**src/svf2x_pkg.sv**
```systemverilog
// ----------------------------------------------------------------------------
// svf2x_pkg: shared types, constants and a function
// Word layout, datapath command and status, mode codes and a saturation helper
// for the double-sampled state variable filter.
// ----------------------------------------------------------------------------
package svf2x_pkg;

    localparam int SAMPLE_W = 24;
    localparam int FREQ_W   = 18;
    localparam int DAMP_W   = 17;
    localparam int SCALE_W  = 17;
    localparam int STATE_W  = 32;
    localparam int OPA_W    = 19;
    localparam int PROD_W   = 51;
    localparam int SUM_W    = 40;
    localparam int SCALED_W = 28;
    localparam int CLAMP_W  = 26;
    localparam int IN_DATA_W  = 80;
    localparam int OUT_DATA_W = 24;

    // Output selection codes of the mode register.
    localparam logic [1:0] MODE_LOW   = 2'd0;
    localparam logic [1:0] MODE_BAND  = 2'd1;
    localparam logic [1:0] MODE_HIGH  = 2'd2;
    localparam logic [1:0] MODE_NOTCH = 2'd3;

    typedef struct packed {
        logic signed [SAMPLE_W-1:0] sample_in;
        logic [FREQ_W-1:0]          freq_coef;
        logic [DAMP_W-1:0]          damp_coef;
        logic [SCALE_W-1:0]         input_scale;
        logic                       voice_start;
    } t_item;

    // Operand pair fed to the shared multiplier.
    typedef enum logic [1:0] {
        MUL_SCALE = 2'd0,
        MUL_FB    = 2'd1,
        MUL_QB    = 2'd2,
        MUL_FH    = 2'd3
    } t_mul_sel;

    typedef struct packed {
        logic     load;
        t_mul_sel mul_sel;
        logic     upd_s;
        logic     upd_low;
        logic     upd_high;
        logic     upd_notch;
        logic     upd_band;
        logic     out_load;
    } t_dp_cmd;

    typedef struct packed {
        logic out_free;
    } t_dp_status;

    // Saturate a wide signed sum to the signed 32-bit range.
    function automatic logic signed [STATE_W-1:0] sat32(input logic signed [SUM_W-1:0] x);
        logic signed [STATE_W-1:0] r;
        if (x > 40'sd2147483647) begin
            r = 32'sh7fff_ffff;
        end else if (x < -40'sd2147483648) begin
            r = 32'sh8000_0000;
        end else begin
            r = x[STATE_W-1:0];
        end
        return r;
    endfunction

endpackage

```
**src/state_variable_filter_2x.sv**
```systemverilog
// ----------------------------------------------------------------------------
// state_variable_filter_2x: double-sampled Chamberlin state variable filter
// Top level joining the sequencer and the datapath to the stream ports and
// the mode register's write channel.
// ----------------------------------------------------------------------------
// Each input word carries one Q1.22 sample together with its own frequency,
// damping and input-gain coefficients, plus a voice-start flag in tuser that
// clears the lowpass, bandpass, highpass and notch state before the sample is
// filtered. The sample is scaled by the input gain and the filter loop is run
// twice on it; the output chosen by the mode register (0 lowpass, 1 bandpass,
// 2 highpass, 3 notch) is clamped to plus or minus one and returned as a Q1.22
// word. One result word follows every input word, in order. A word's result
// reaches the output register after one scaling multiply, five steps for each
// of the two filter passes, and one step to load the result. The block works
// on one word at a time, paced by the single shared 19 by 32 bit multiplier
// with its product register and by the chain of dependences inside each pass.
// The block takes the next input word as soon as the previous result is in
// the output register, even if that result has not yet been taken; only when
// a finished result is still waiting does the block hold its last step until
// the output side frees. The mode register may be written at any time the
// block is idle and is always ready.
// ----------------------------------------------------------------------------
module state_variable_filter_2x
    import svf2x_pkg::*;
(
    input  logic                  i_clk,
    input  logic                  i_rst_n,
    // Input words.
    input  logic                  s_axis_tvalid,
    output logic                  s_axis_tready,
    // tdata, lowest bit up: sample_in[23:0], freq_coef[41:24], damp_coef[58:42],
    // input_scale[75:59], zero padding[79:76].
    input  logic [IN_DATA_W-1:0]  s_axis_tdata,
    // tuser: voice_start[0].
    input  logic                  s_axis_tuser,
    // Result words.
    output logic                  m_axis_tvalid,
    input  logic                  m_axis_tready,
    // tdata, lowest bit up: sample_out[23:0].
    output logic [OUT_DATA_W-1:0] m_axis_tdata,
    // Mode register write channel.
    input  logic                  i_cfg_valid,
    output logic                  o_cfg_ready,
    input  logic [1:0]            i_cfg_data
);

    t_item                      w_item;
    t_dp_cmd                    w_cmd;
    t_dp_status                 w_status;
    logic signed [SAMPLE_W-1:0] w_out_data;

    // Unpack the input word into its fields.
    assign w_item.sample_in   = $signed(s_axis_tdata[23:0]);
    assign w_item.freq_coef   = s_axis_tdata[41:24];
    assign w_item.damp_coef   = s_axis_tdata[58:42];
    assign w_item.input_scale = s_axis_tdata[75:59];
    assign w_item.voice_start = s_axis_tuser;

    // The mode register can always be written.
    assign o_cfg_ready = 1'b1;

    svf2x_ctrl u_ctrl (
        .i_clk      (i_clk),
        .i_rst_n    (i_rst_n),
        .i_in_valid (s_axis_tvalid),
        .o_in_ready (s_axis_tready),
        .i_status   (w_status),
        .o_cmd      (w_cmd)
    );

    svf2x_dpath u_dpath (
        .i_clk       (i_clk),
        .i_rst_n     (i_rst_n),
        .i_item      (w_item),
        .i_cmd       (w_cmd),
        .o_status    (w_status),
        .i_cfg_valid (i_cfg_valid),
        .i_cfg_data  (i_cfg_data),
        .i_out_ready (m_axis_tready),
        .o_out_valid (m_axis_tvalid),
        .o_out_data  (w_out_data)
    );

    assign m_axis_tdata = w_out_data;

endmodule

```
**src/svf2x_ctrl.sv**
```systemverilog
// ----------------------------------------------------------------------------
// svf2x_ctrl: filter sequencer
// Steps the datapath through the input scaling and two filter passes, then
// hands the result to the output register.
// ----------------------------------------------------------------------------
module svf2x_ctrl
    import svf2x_pkg::*;
(
    input  logic       i_clk,
    input  logic       i_rst_n,
    input  logic       i_in_valid,
    output logic       o_in_ready,
    input  t_dp_status i_status,
    output t_dp_cmd    o_cmd
);

    typedef enum logic [7:0] {
        ST_IDLE = 8'b0000_0001,
        ST_MS   = 8'b0000_0010,
        ST_A    = 8'b0000_0100,
        ST_B    = 8'b0000_1000,
        ST_C    = 8'b0001_0000,
        ST_D    = 8'b0010_0000,
        ST_E    = 8'b0100_0000,
        ST_WR   = 8'b1000_0000
    } t_state;

    t_state r_state, n_state;
    logic   r_pass, n_pass;

    always_ff @(posedge i_clk) begin
        if (!i_rst_n) begin
            r_state <= ST_IDLE;
            r_pass  <= 1'b0;
        end else begin
            r_state <= n_state;
            r_pass  <= n_pass;
        end
    end

    assign o_in_ready = (r_state == ST_IDLE);

    always_comb begin
        n_state = r_state;
        n_pass  = r_pass;
        o_cmd   = '0;
        o_cmd.mul_sel = MUL_SCALE;
        unique case (r_state)
            ST_IDLE: begin
                if (i_in_valid) begin
                    o_cmd.load = 1'b1;
                    n_pass     = 1'b0;
                    n_state    = ST_MS;
                end
            end
            ST_MS: begin
                o_cmd.mul_sel = MUL_SCALE;
                n_state       = ST_A;
            end
            ST_A: begin
                o_cmd.mul_sel = MUL_FB;
                o_cmd.upd_s   = !r_pass;
                n_state       = ST_B;
            end
            ST_B: begin
                o_cmd.mul_sel = MUL_QB;
                o_cmd.upd_low = 1'b1;
                n_state       = ST_C;
            end
            ST_C: begin
                o_cmd.upd_high = 1'b1;
                n_state        = ST_D;
            end
            ST_D: begin
                o_cmd.mul_sel   = MUL_FH;
                o_cmd.upd_notch = 1'b1;
                n_state         = ST_E;
            end
            ST_E: begin
                o_cmd.upd_band = 1'b1;
                if (r_pass) begin
                    n_state = ST_WR;
                end else begin
                    n_pass  = 1'b1;
                    n_state = ST_A;
                end
            end
            ST_WR: begin
                if (i_status.out_free) begin
                    o_cmd.out_load = 1'b1;
                    n_state        = ST_IDLE;
                end
            end
            default: begin
                n_state = ST_IDLE;
            end
        endcase
    end

endmodule

```
**src/svf2x_dpath.sv**
```systemverilog
// ----------------------------------------------------------------------------
// svf2x_dpath: filter datapath
// Holds the coefficients, the four filter state values, the shared multiplier
// with its product register, the mode register and the output register.
// ----------------------------------------------------------------------------
module svf2x_dpath
    import svf2x_pkg::*;
(
    input  logic                       i_clk,
    input  logic                       i_rst_n,
    input  t_item                      i_item,
    input  t_dp_cmd                    i_cmd,
    output t_dp_status                 o_status,
    input  logic                       i_cfg_valid,
    input  logic [1:0]                 i_cfg_data,
    input  logic                       i_out_ready,
    output logic                       o_out_valid,
    output logic signed [SAMPLE_W-1:0] o_out_data
);

    logic signed [SAMPLE_W-1:0] r_sample;
    logic [FREQ_W-1:0]          r_f;
    logic [DAMP_W-1:0]          r_q;
    logic [SCALE_W-1:0]         r_scale;
    logic signed [SCALED_W-1:0] r_s;
    logic signed [PROD_W-1:0]   r_prod;
    logic signed [STATE_W-1:0]  r_low, r_band, r_high, r_notch;
    logic [1:0]                 r_mode;
    logic                       r_out_valid;
    logic signed [SAMPLE_W-1:0] r_out_data;

    logic signed [OPA_W-1:0]    w_mul_a;
    logic signed [STATE_W-1:0]  w_mul_b;
    logic signed [PROD_W-1:0]   w_prod;
    logic signed [SUM_W-1:0]    w_r16;
    logic signed [SCALED_W-1:0] w_s_round;
    logic signed [STATE_W-1:0]  w_sel;
    logic signed [CLAMP_W-1:0]  w_clamp;
    logic signed [SAMPLE_W-1:0] w_res;

    // Shared multiplier: unsigned coefficient times signed value.
    always_comb begin
        unique case (i_cmd.mul_sel)
            MUL_SCALE: begin
                w_mul_a = $signed({2'b00, r_scale});
                w_mul_b = STATE_W'(r_sample);
            end
            MUL_FB: begin
                w_mul_a = $signed({1'b0, r_f});
                w_mul_b = r_band;
            end
            MUL_QB: begin
                w_mul_a = $signed({2'b00, r_q});
                w_mul_b = r_band;
            end
            MUL_FH: begin
                w_mul_a = $signed({1'b0, r_f});
                w_mul_b = r_high;
            end
            default: begin
                w_mul_a = '0;
                w_mul_b = '0;
            end
        endcase
    end

    assign w_prod    = PROD_W'(w_mul_a) * PROD_W'(w_mul_b);
    assign w_r16     = SUM_W'((r_prod + 51'sd32768) >>> 16);
    assign w_s_round = SCALED_W'((r_prod + 51'sd8192) >>> 14);

    always_comb begin
        unique case (r_mode)
            MODE_LOW:   w_sel = r_low;
            MODE_BAND:  w_sel = r_band;
            MODE_HIGH:  w_sel = r_high;
            MODE_NOTCH: w_sel = r_notch;
            default:    w_sel = r_notch;
        endcase
        if (w_sel > 32'sd16777216) begin
            w_clamp = 26'sd16777216;
        end else if (w_sel < -32'sd16777216) begin
            w_clamp = -26'sd16777216;
        end else begin
            w_clamp = CLAMP_W'(w_sel);
        end
        w_res = SAMPLE_W'((w_clamp + 26'sd2) >>> 2);
    end

    always_ff @(posedge i_clk) begin
        if (!i_rst_n) begin
            r_low       <= '0;
            r_band      <= '0;
            r_high      <= '0;
            r_notch     <= '0;
            r_mode      <= MODE_LOW;
            r_out_valid <= 1'b0;
        end else begin
            if (i_cfg_valid) begin
                r_mode <= i_cfg_data;
            end
            if (i_cmd.load && i_item.voice_start) begin
                r_low   <= '0;
                r_band  <= '0;
                r_high  <= '0;
                r_notch <= '0;
            end
            if (i_cmd.upd_low) begin
                r_low <= sat32(SUM_W'(r_low) + w_r16);
            end
            if (i_cmd.upd_high) begin
                r_high <= sat32(SUM_W'(r_s) - SUM_W'(r_low) - w_r16);
            end
            if (i_cmd.upd_notch) begin
                r_notch <= sat32(SUM_W'(r_high) + SUM_W'(r_low));
            end
            if (i_cmd.upd_band) begin
                r_band <= sat32(SUM_W'(r_band) + w_r16);
            end
            if (i_cmd.out_load) begin
                r_out_valid <= 1'b1;
            end else if (i_out_ready) begin
                r_out_valid <= 1'b0;
            end
        end
    end

    always_ff @(posedge i_clk) begin
        r_prod <= w_prod;
        if (i_cmd.load) begin
            r_sample <= i_item.sample_in;
            r_f      <= i_item.freq_coef;
            r_q      <= i_item.damp_coef;
            r_scale  <= i_item.input_scale;
        end
        if (i_cmd.upd_s) begin
            r_s <= w_s_round;
        end
        if (i_cmd.out_load) begin
            r_out_data <= w_res;
        end
    end

    assign o_status.out_free = !r_out_valid || i_out_ready;
    assign o_out_valid       = r_out_valid;
    assign o_out_data        = r_out_data;

endmodule

```
**config.mk**
```make
export PLATFORM = sky130hd
export DESIGN_NAME = state_variable_filter_2x
export DESIGN_NICKNAME = d
export VERILOG_FILES = /design/src/svf2x_pkg.sv /design/src/state_variable_filter_2x.sv /design/src/svf2x_ctrl.sv /design/src/svf2x_dpath.sv
export SDC_FILE = /design/constraint.sdc
export NUM_CORES = 2
export LEC_CHECK = 0
export ABC_AREA = 1
export BUFFER_PORTS_ARGS = -buffer_cell sky130_fd_sc_hd__buf_2
export CORE_MARGIN = 4
export CORE_UTILIZATION = 70
export DETAILED_ROUTE_END_ITERATION = 6
export PLACE_DENSITY = 0.88
export RECOVER_POWER = 25
export SETUP_SLACK_MARGIN = 0.2
export SLEW_MARGIN = 15
export SYNTH_ARGS = -nofsm -noshare
export SYNTH_HDL_FRONTEND = slang
export SYNTH_SLANG_ARGS = --single-unit
```
**constraint.sdc**
```tcl
create_clock -name i_clk -period 25 [get_ports i_clk]
set_clock_uncertainty 0.15 [all_clocks]
set_input_delay 7.5 -clock i_clk [delete_from_list [all_inputs] [get_ports i_clk]]
set_output_delay 7.5 -clock i_clk [all_outputs]
set_load 0.005 [all_outputs]
```
==> results.yml <==
status:
  status: "finished with violations"
  violations: "max-capacitance violations, max-slew violations"
synthesis:
  ys_ff_latch: 306
  postSynth.topFlopCell: "dfxtp_1"
  syn_inst: 6215
  synth.distinct_cells: 57
  syn_area_per_cell_um2: 7.249
  ys_async_sr_fraction_pct: 0
  yosysWarningCount: 0
  syn_area_mm2: 0.04505
  ys_seq_area_share_pct: 16.44
  synth-edff-count: 128
  synth_nets: 7200
critical_path:
  cpPeakStageDelay_ns: 0.77
  cp.required_ns: 25.29
  start_kind: "flip-flop"
  cp_top_family: "adder cells"
  timing.critical_path.arrival_ns: 10.94
  cp_slowest_cell: "fa_1"
  crit_buf_inv: 10
  path_class: "reg -> reg"
  crit_fanout: 53
  end_kind: "flip-flop"
floorplanning:
  initial_utilization_pct: 71.03
  core-area_mm2: 0.06343
  ios: 115
  dieHeight_um: 261.7
  fp.dieW_um: 261.7
  die_area_mm2: 0.06848
  num_rows: 92
grt:
  grt_max_degree: 79
  grt_pass1_vias: 42613
  grt_first_pass_wirelength_mm: 233.9
  antenna_found_initial: 5
  grt_remaining_overflow: 0
  grtUsageTotal_pct: 44.63
layout:
  drive_gt1_share_pct: 4.662
  nets: 7222
  synthToLayoutAreaGrowth_pct: 5.530
  fillers: 4986
sta:
  final.setup.tns_ns: 0
  worst_pin_slew_ns: 1.577
  setup_violations: 0
  max_slew_margin_pct: -5.159
  min_period_over_period_pct: 42.60
  grt_setup_unrepaired: "false"
  fmax_mhz: 93.90
  period_minus_slack_ns: 10.65
  hold_viol: 0
  drv_slew: 29
cts:
  clk_pin_slew_worst_paths_ns: 0.06
  cts_resized: 0
  cts_buffers: 35
  root_buffer: "clkbuf_16"
  clkLatencyLatePin_ns: 0.58
  clockBufferDepth: 3
  tritoncts: "yes"
  htreeDepth: 2
  post_cts_buffers: 0
  cts_hold_buf: 0
  clock-sinks: 306
place:
  port_buffers: 109
  gp_congestion: 1.069
  dpl.hpwl_mm: 122.3
routing:
  post_drt_wl_per_cell_um: 21.39
  initialDrtViolationCount: 4978
  drt.antenna.violating_nets: 0
  drc: 0
  vias: 42361
  routed_via_density: 5.956
  firstDrtPassIters: 7
  wirelength_mm: 152.1
job:
  cap_violations: 1
min_path:
  hp-class: "reg -> reg"
[layer usage]
| layer | vias to the layer above | global-route usage, % | share of wire [%] |
|---|---|---|---|
| met2 | 2744 | 69.97 | 44 |
| met3 | 790 | 9.290 | 11 |
| met4 | 2 | 35.01 | 10 |
| met5 | - | 0 | 0.0092 |
| li1 | 19032 | - | - |
| met1 | 19793 | 53.97 | 35 |
[synth_stat cells (9+ instances only)]
master    number  share of area (%)
nand2_1     1505                 13
inv_1       1194                9.9
nor2_1       855                7.1
fa_1         594                 26
a21oi_1      346                3.8
ha_1         303                8.4
dfxtp_1      178                7.9
nand3_1      166                1.8
o21ai_0      155                1.7
xor2_1       153                3.0
clkbuf_1     149                1.2
edfxtp_1     128                8.5
xnor2_1       59                1.1
o21ai_1       56               0.62
nand4_1       47               0.65
nor3_1        43               0.48
a221o_1       25               0.56
o21a_1        25               0.42
a31oi_1       24               0.33
o21bai_1      21               0.35
nor2_2        19               0.26
nor4_1        17               0.24
a22oi_1       15               0.25
nand3b_1      13               0.22
buf_2         10               0.11
o211ai_1      10               0.17
a21o_1         9               0.15
inv_2          9              0.075
[sequential cells by signal (all words and copies together) (netlist names)]
signal / count
u_dpath.r_q: 17
u_dpath.o_out_data: 24
u_ctrl.r_state: 8
u_dpath.r_low: 32
u_dpath.r_notch: 32
u_dpath.r_scale: 17
u_dpath.r_mode: 2
u_dpath.o_out_valid: 1
u_dpath.r_sample: 24
u_dpath.r_prod: 38
u_dpath.r_f: 18
u_ctrl.r_pass: 1
u_dpath.r_s: 28
u_dpath.r_band: 32
u_dpath.r_high: 32
[final cells by class]
type                       count  area (µm²)  area share [%]
antenna                        3       7.507         0.01579
clock buffer                  38       897.1           1.887
clock inverter                25       274.0          0.5764
inverter                    1210        4544           9.559
multi-input combinational   4522       32420           68.19
sequential                   306        7407           15.58
tap                          846        1059           2.227
timing repair buffer         162       935.9           1.969
[cell usage in the layout, fill, tap and decap left out, drive strengths merged, types with 48 or more instances in the layout]
master,synthesis,layout
dfxtp,178,178
xor2,153,153
a21oi,346,346
buf,28,160
fa,594,594
edfxtp,128,128
nand3,173,173
o21ai,216,216
nand4,48,48
inv,1203,1211
xnor2,59,59
nor2,876,876
nand2,1511,1511
ha,303,303
[worst reg2reg max path, delay by kind of cell, from the launching register on]
kind / cells / cell delay (ns)
flip-flops: 1 / 0.30
buffers and inverters: 10 / 2.41
AND/OR/NAND/NOR: 10 / 1.77
adder cells (fa/ha/maj): 8 / 4.34
AO/OA/AOI/OAI: 5 / 1.54
[logic make-up (layout without fill, tap and decap cells)]
family | count (synthesis) | count (layout) | synth area share [%]
other | 1 | 4 | 0.008324
AOI/OAI and AO/OA | 715 | 715 | 8.932
DFF | 306 | 306 | 16.44
xor gates and xnor gates | 212 | 212 | 4.122
adders and majority gates | 897 | 897 | 34.81
and+or+nand+nor | 2697 | 2697 | 23.93
buffers and inverters | 1387 | 1435 | 11.75
[through the flow]
step                util [%]  instance area (µm²)  setup slack (ns)  hold WS (ns)  cells
global route           74.95                47540             13.86        0.3360   7112
finish                 74.95                47540             14.35        0.3183   7112
detailed placement     73.16                46400             14.61        0.3074   7046
floorplan                  -                45050             12.82        0.2954   6215
CTS                    75.00                47570             14.55        0.3158   7109
global placement       73.16                46400             14.84        0.3034   7046
[path summary, 6_finish.rpt]
| kind | start | endpoint | slack [ns] | cells past startpoint |
|---|---|---|---|---|
| min reg2reg | u_dpath.r_notch[0]$_SDFFE_PN0P_ | u_dpath.r_notch[0]$_SDFFE_PN0P_ | 0.32 | 2 |
| min | u_dpath.r_notch[0]$_SDFFE_PN0P_ | u_dpath.r_notch[0]$_SDFFE_PN0P_ | 0.32 | 2 |
| max | u_ctrl.r_state[4]$_SDFFE_PN0P_ | u_dpath.r_prod[48]$_DFF_P_ | 14.35 | 33 |
| max reg2reg | u_ctrl.r_state[4]$_SDFFE_PN0P_ | u_dpath.r_prod[48]$_DFF_P_ | 14.35 | 33 |
Power is not shown: default switching activity piles up to over one toggle a cycle in this logic, so the estimate is an artifact.
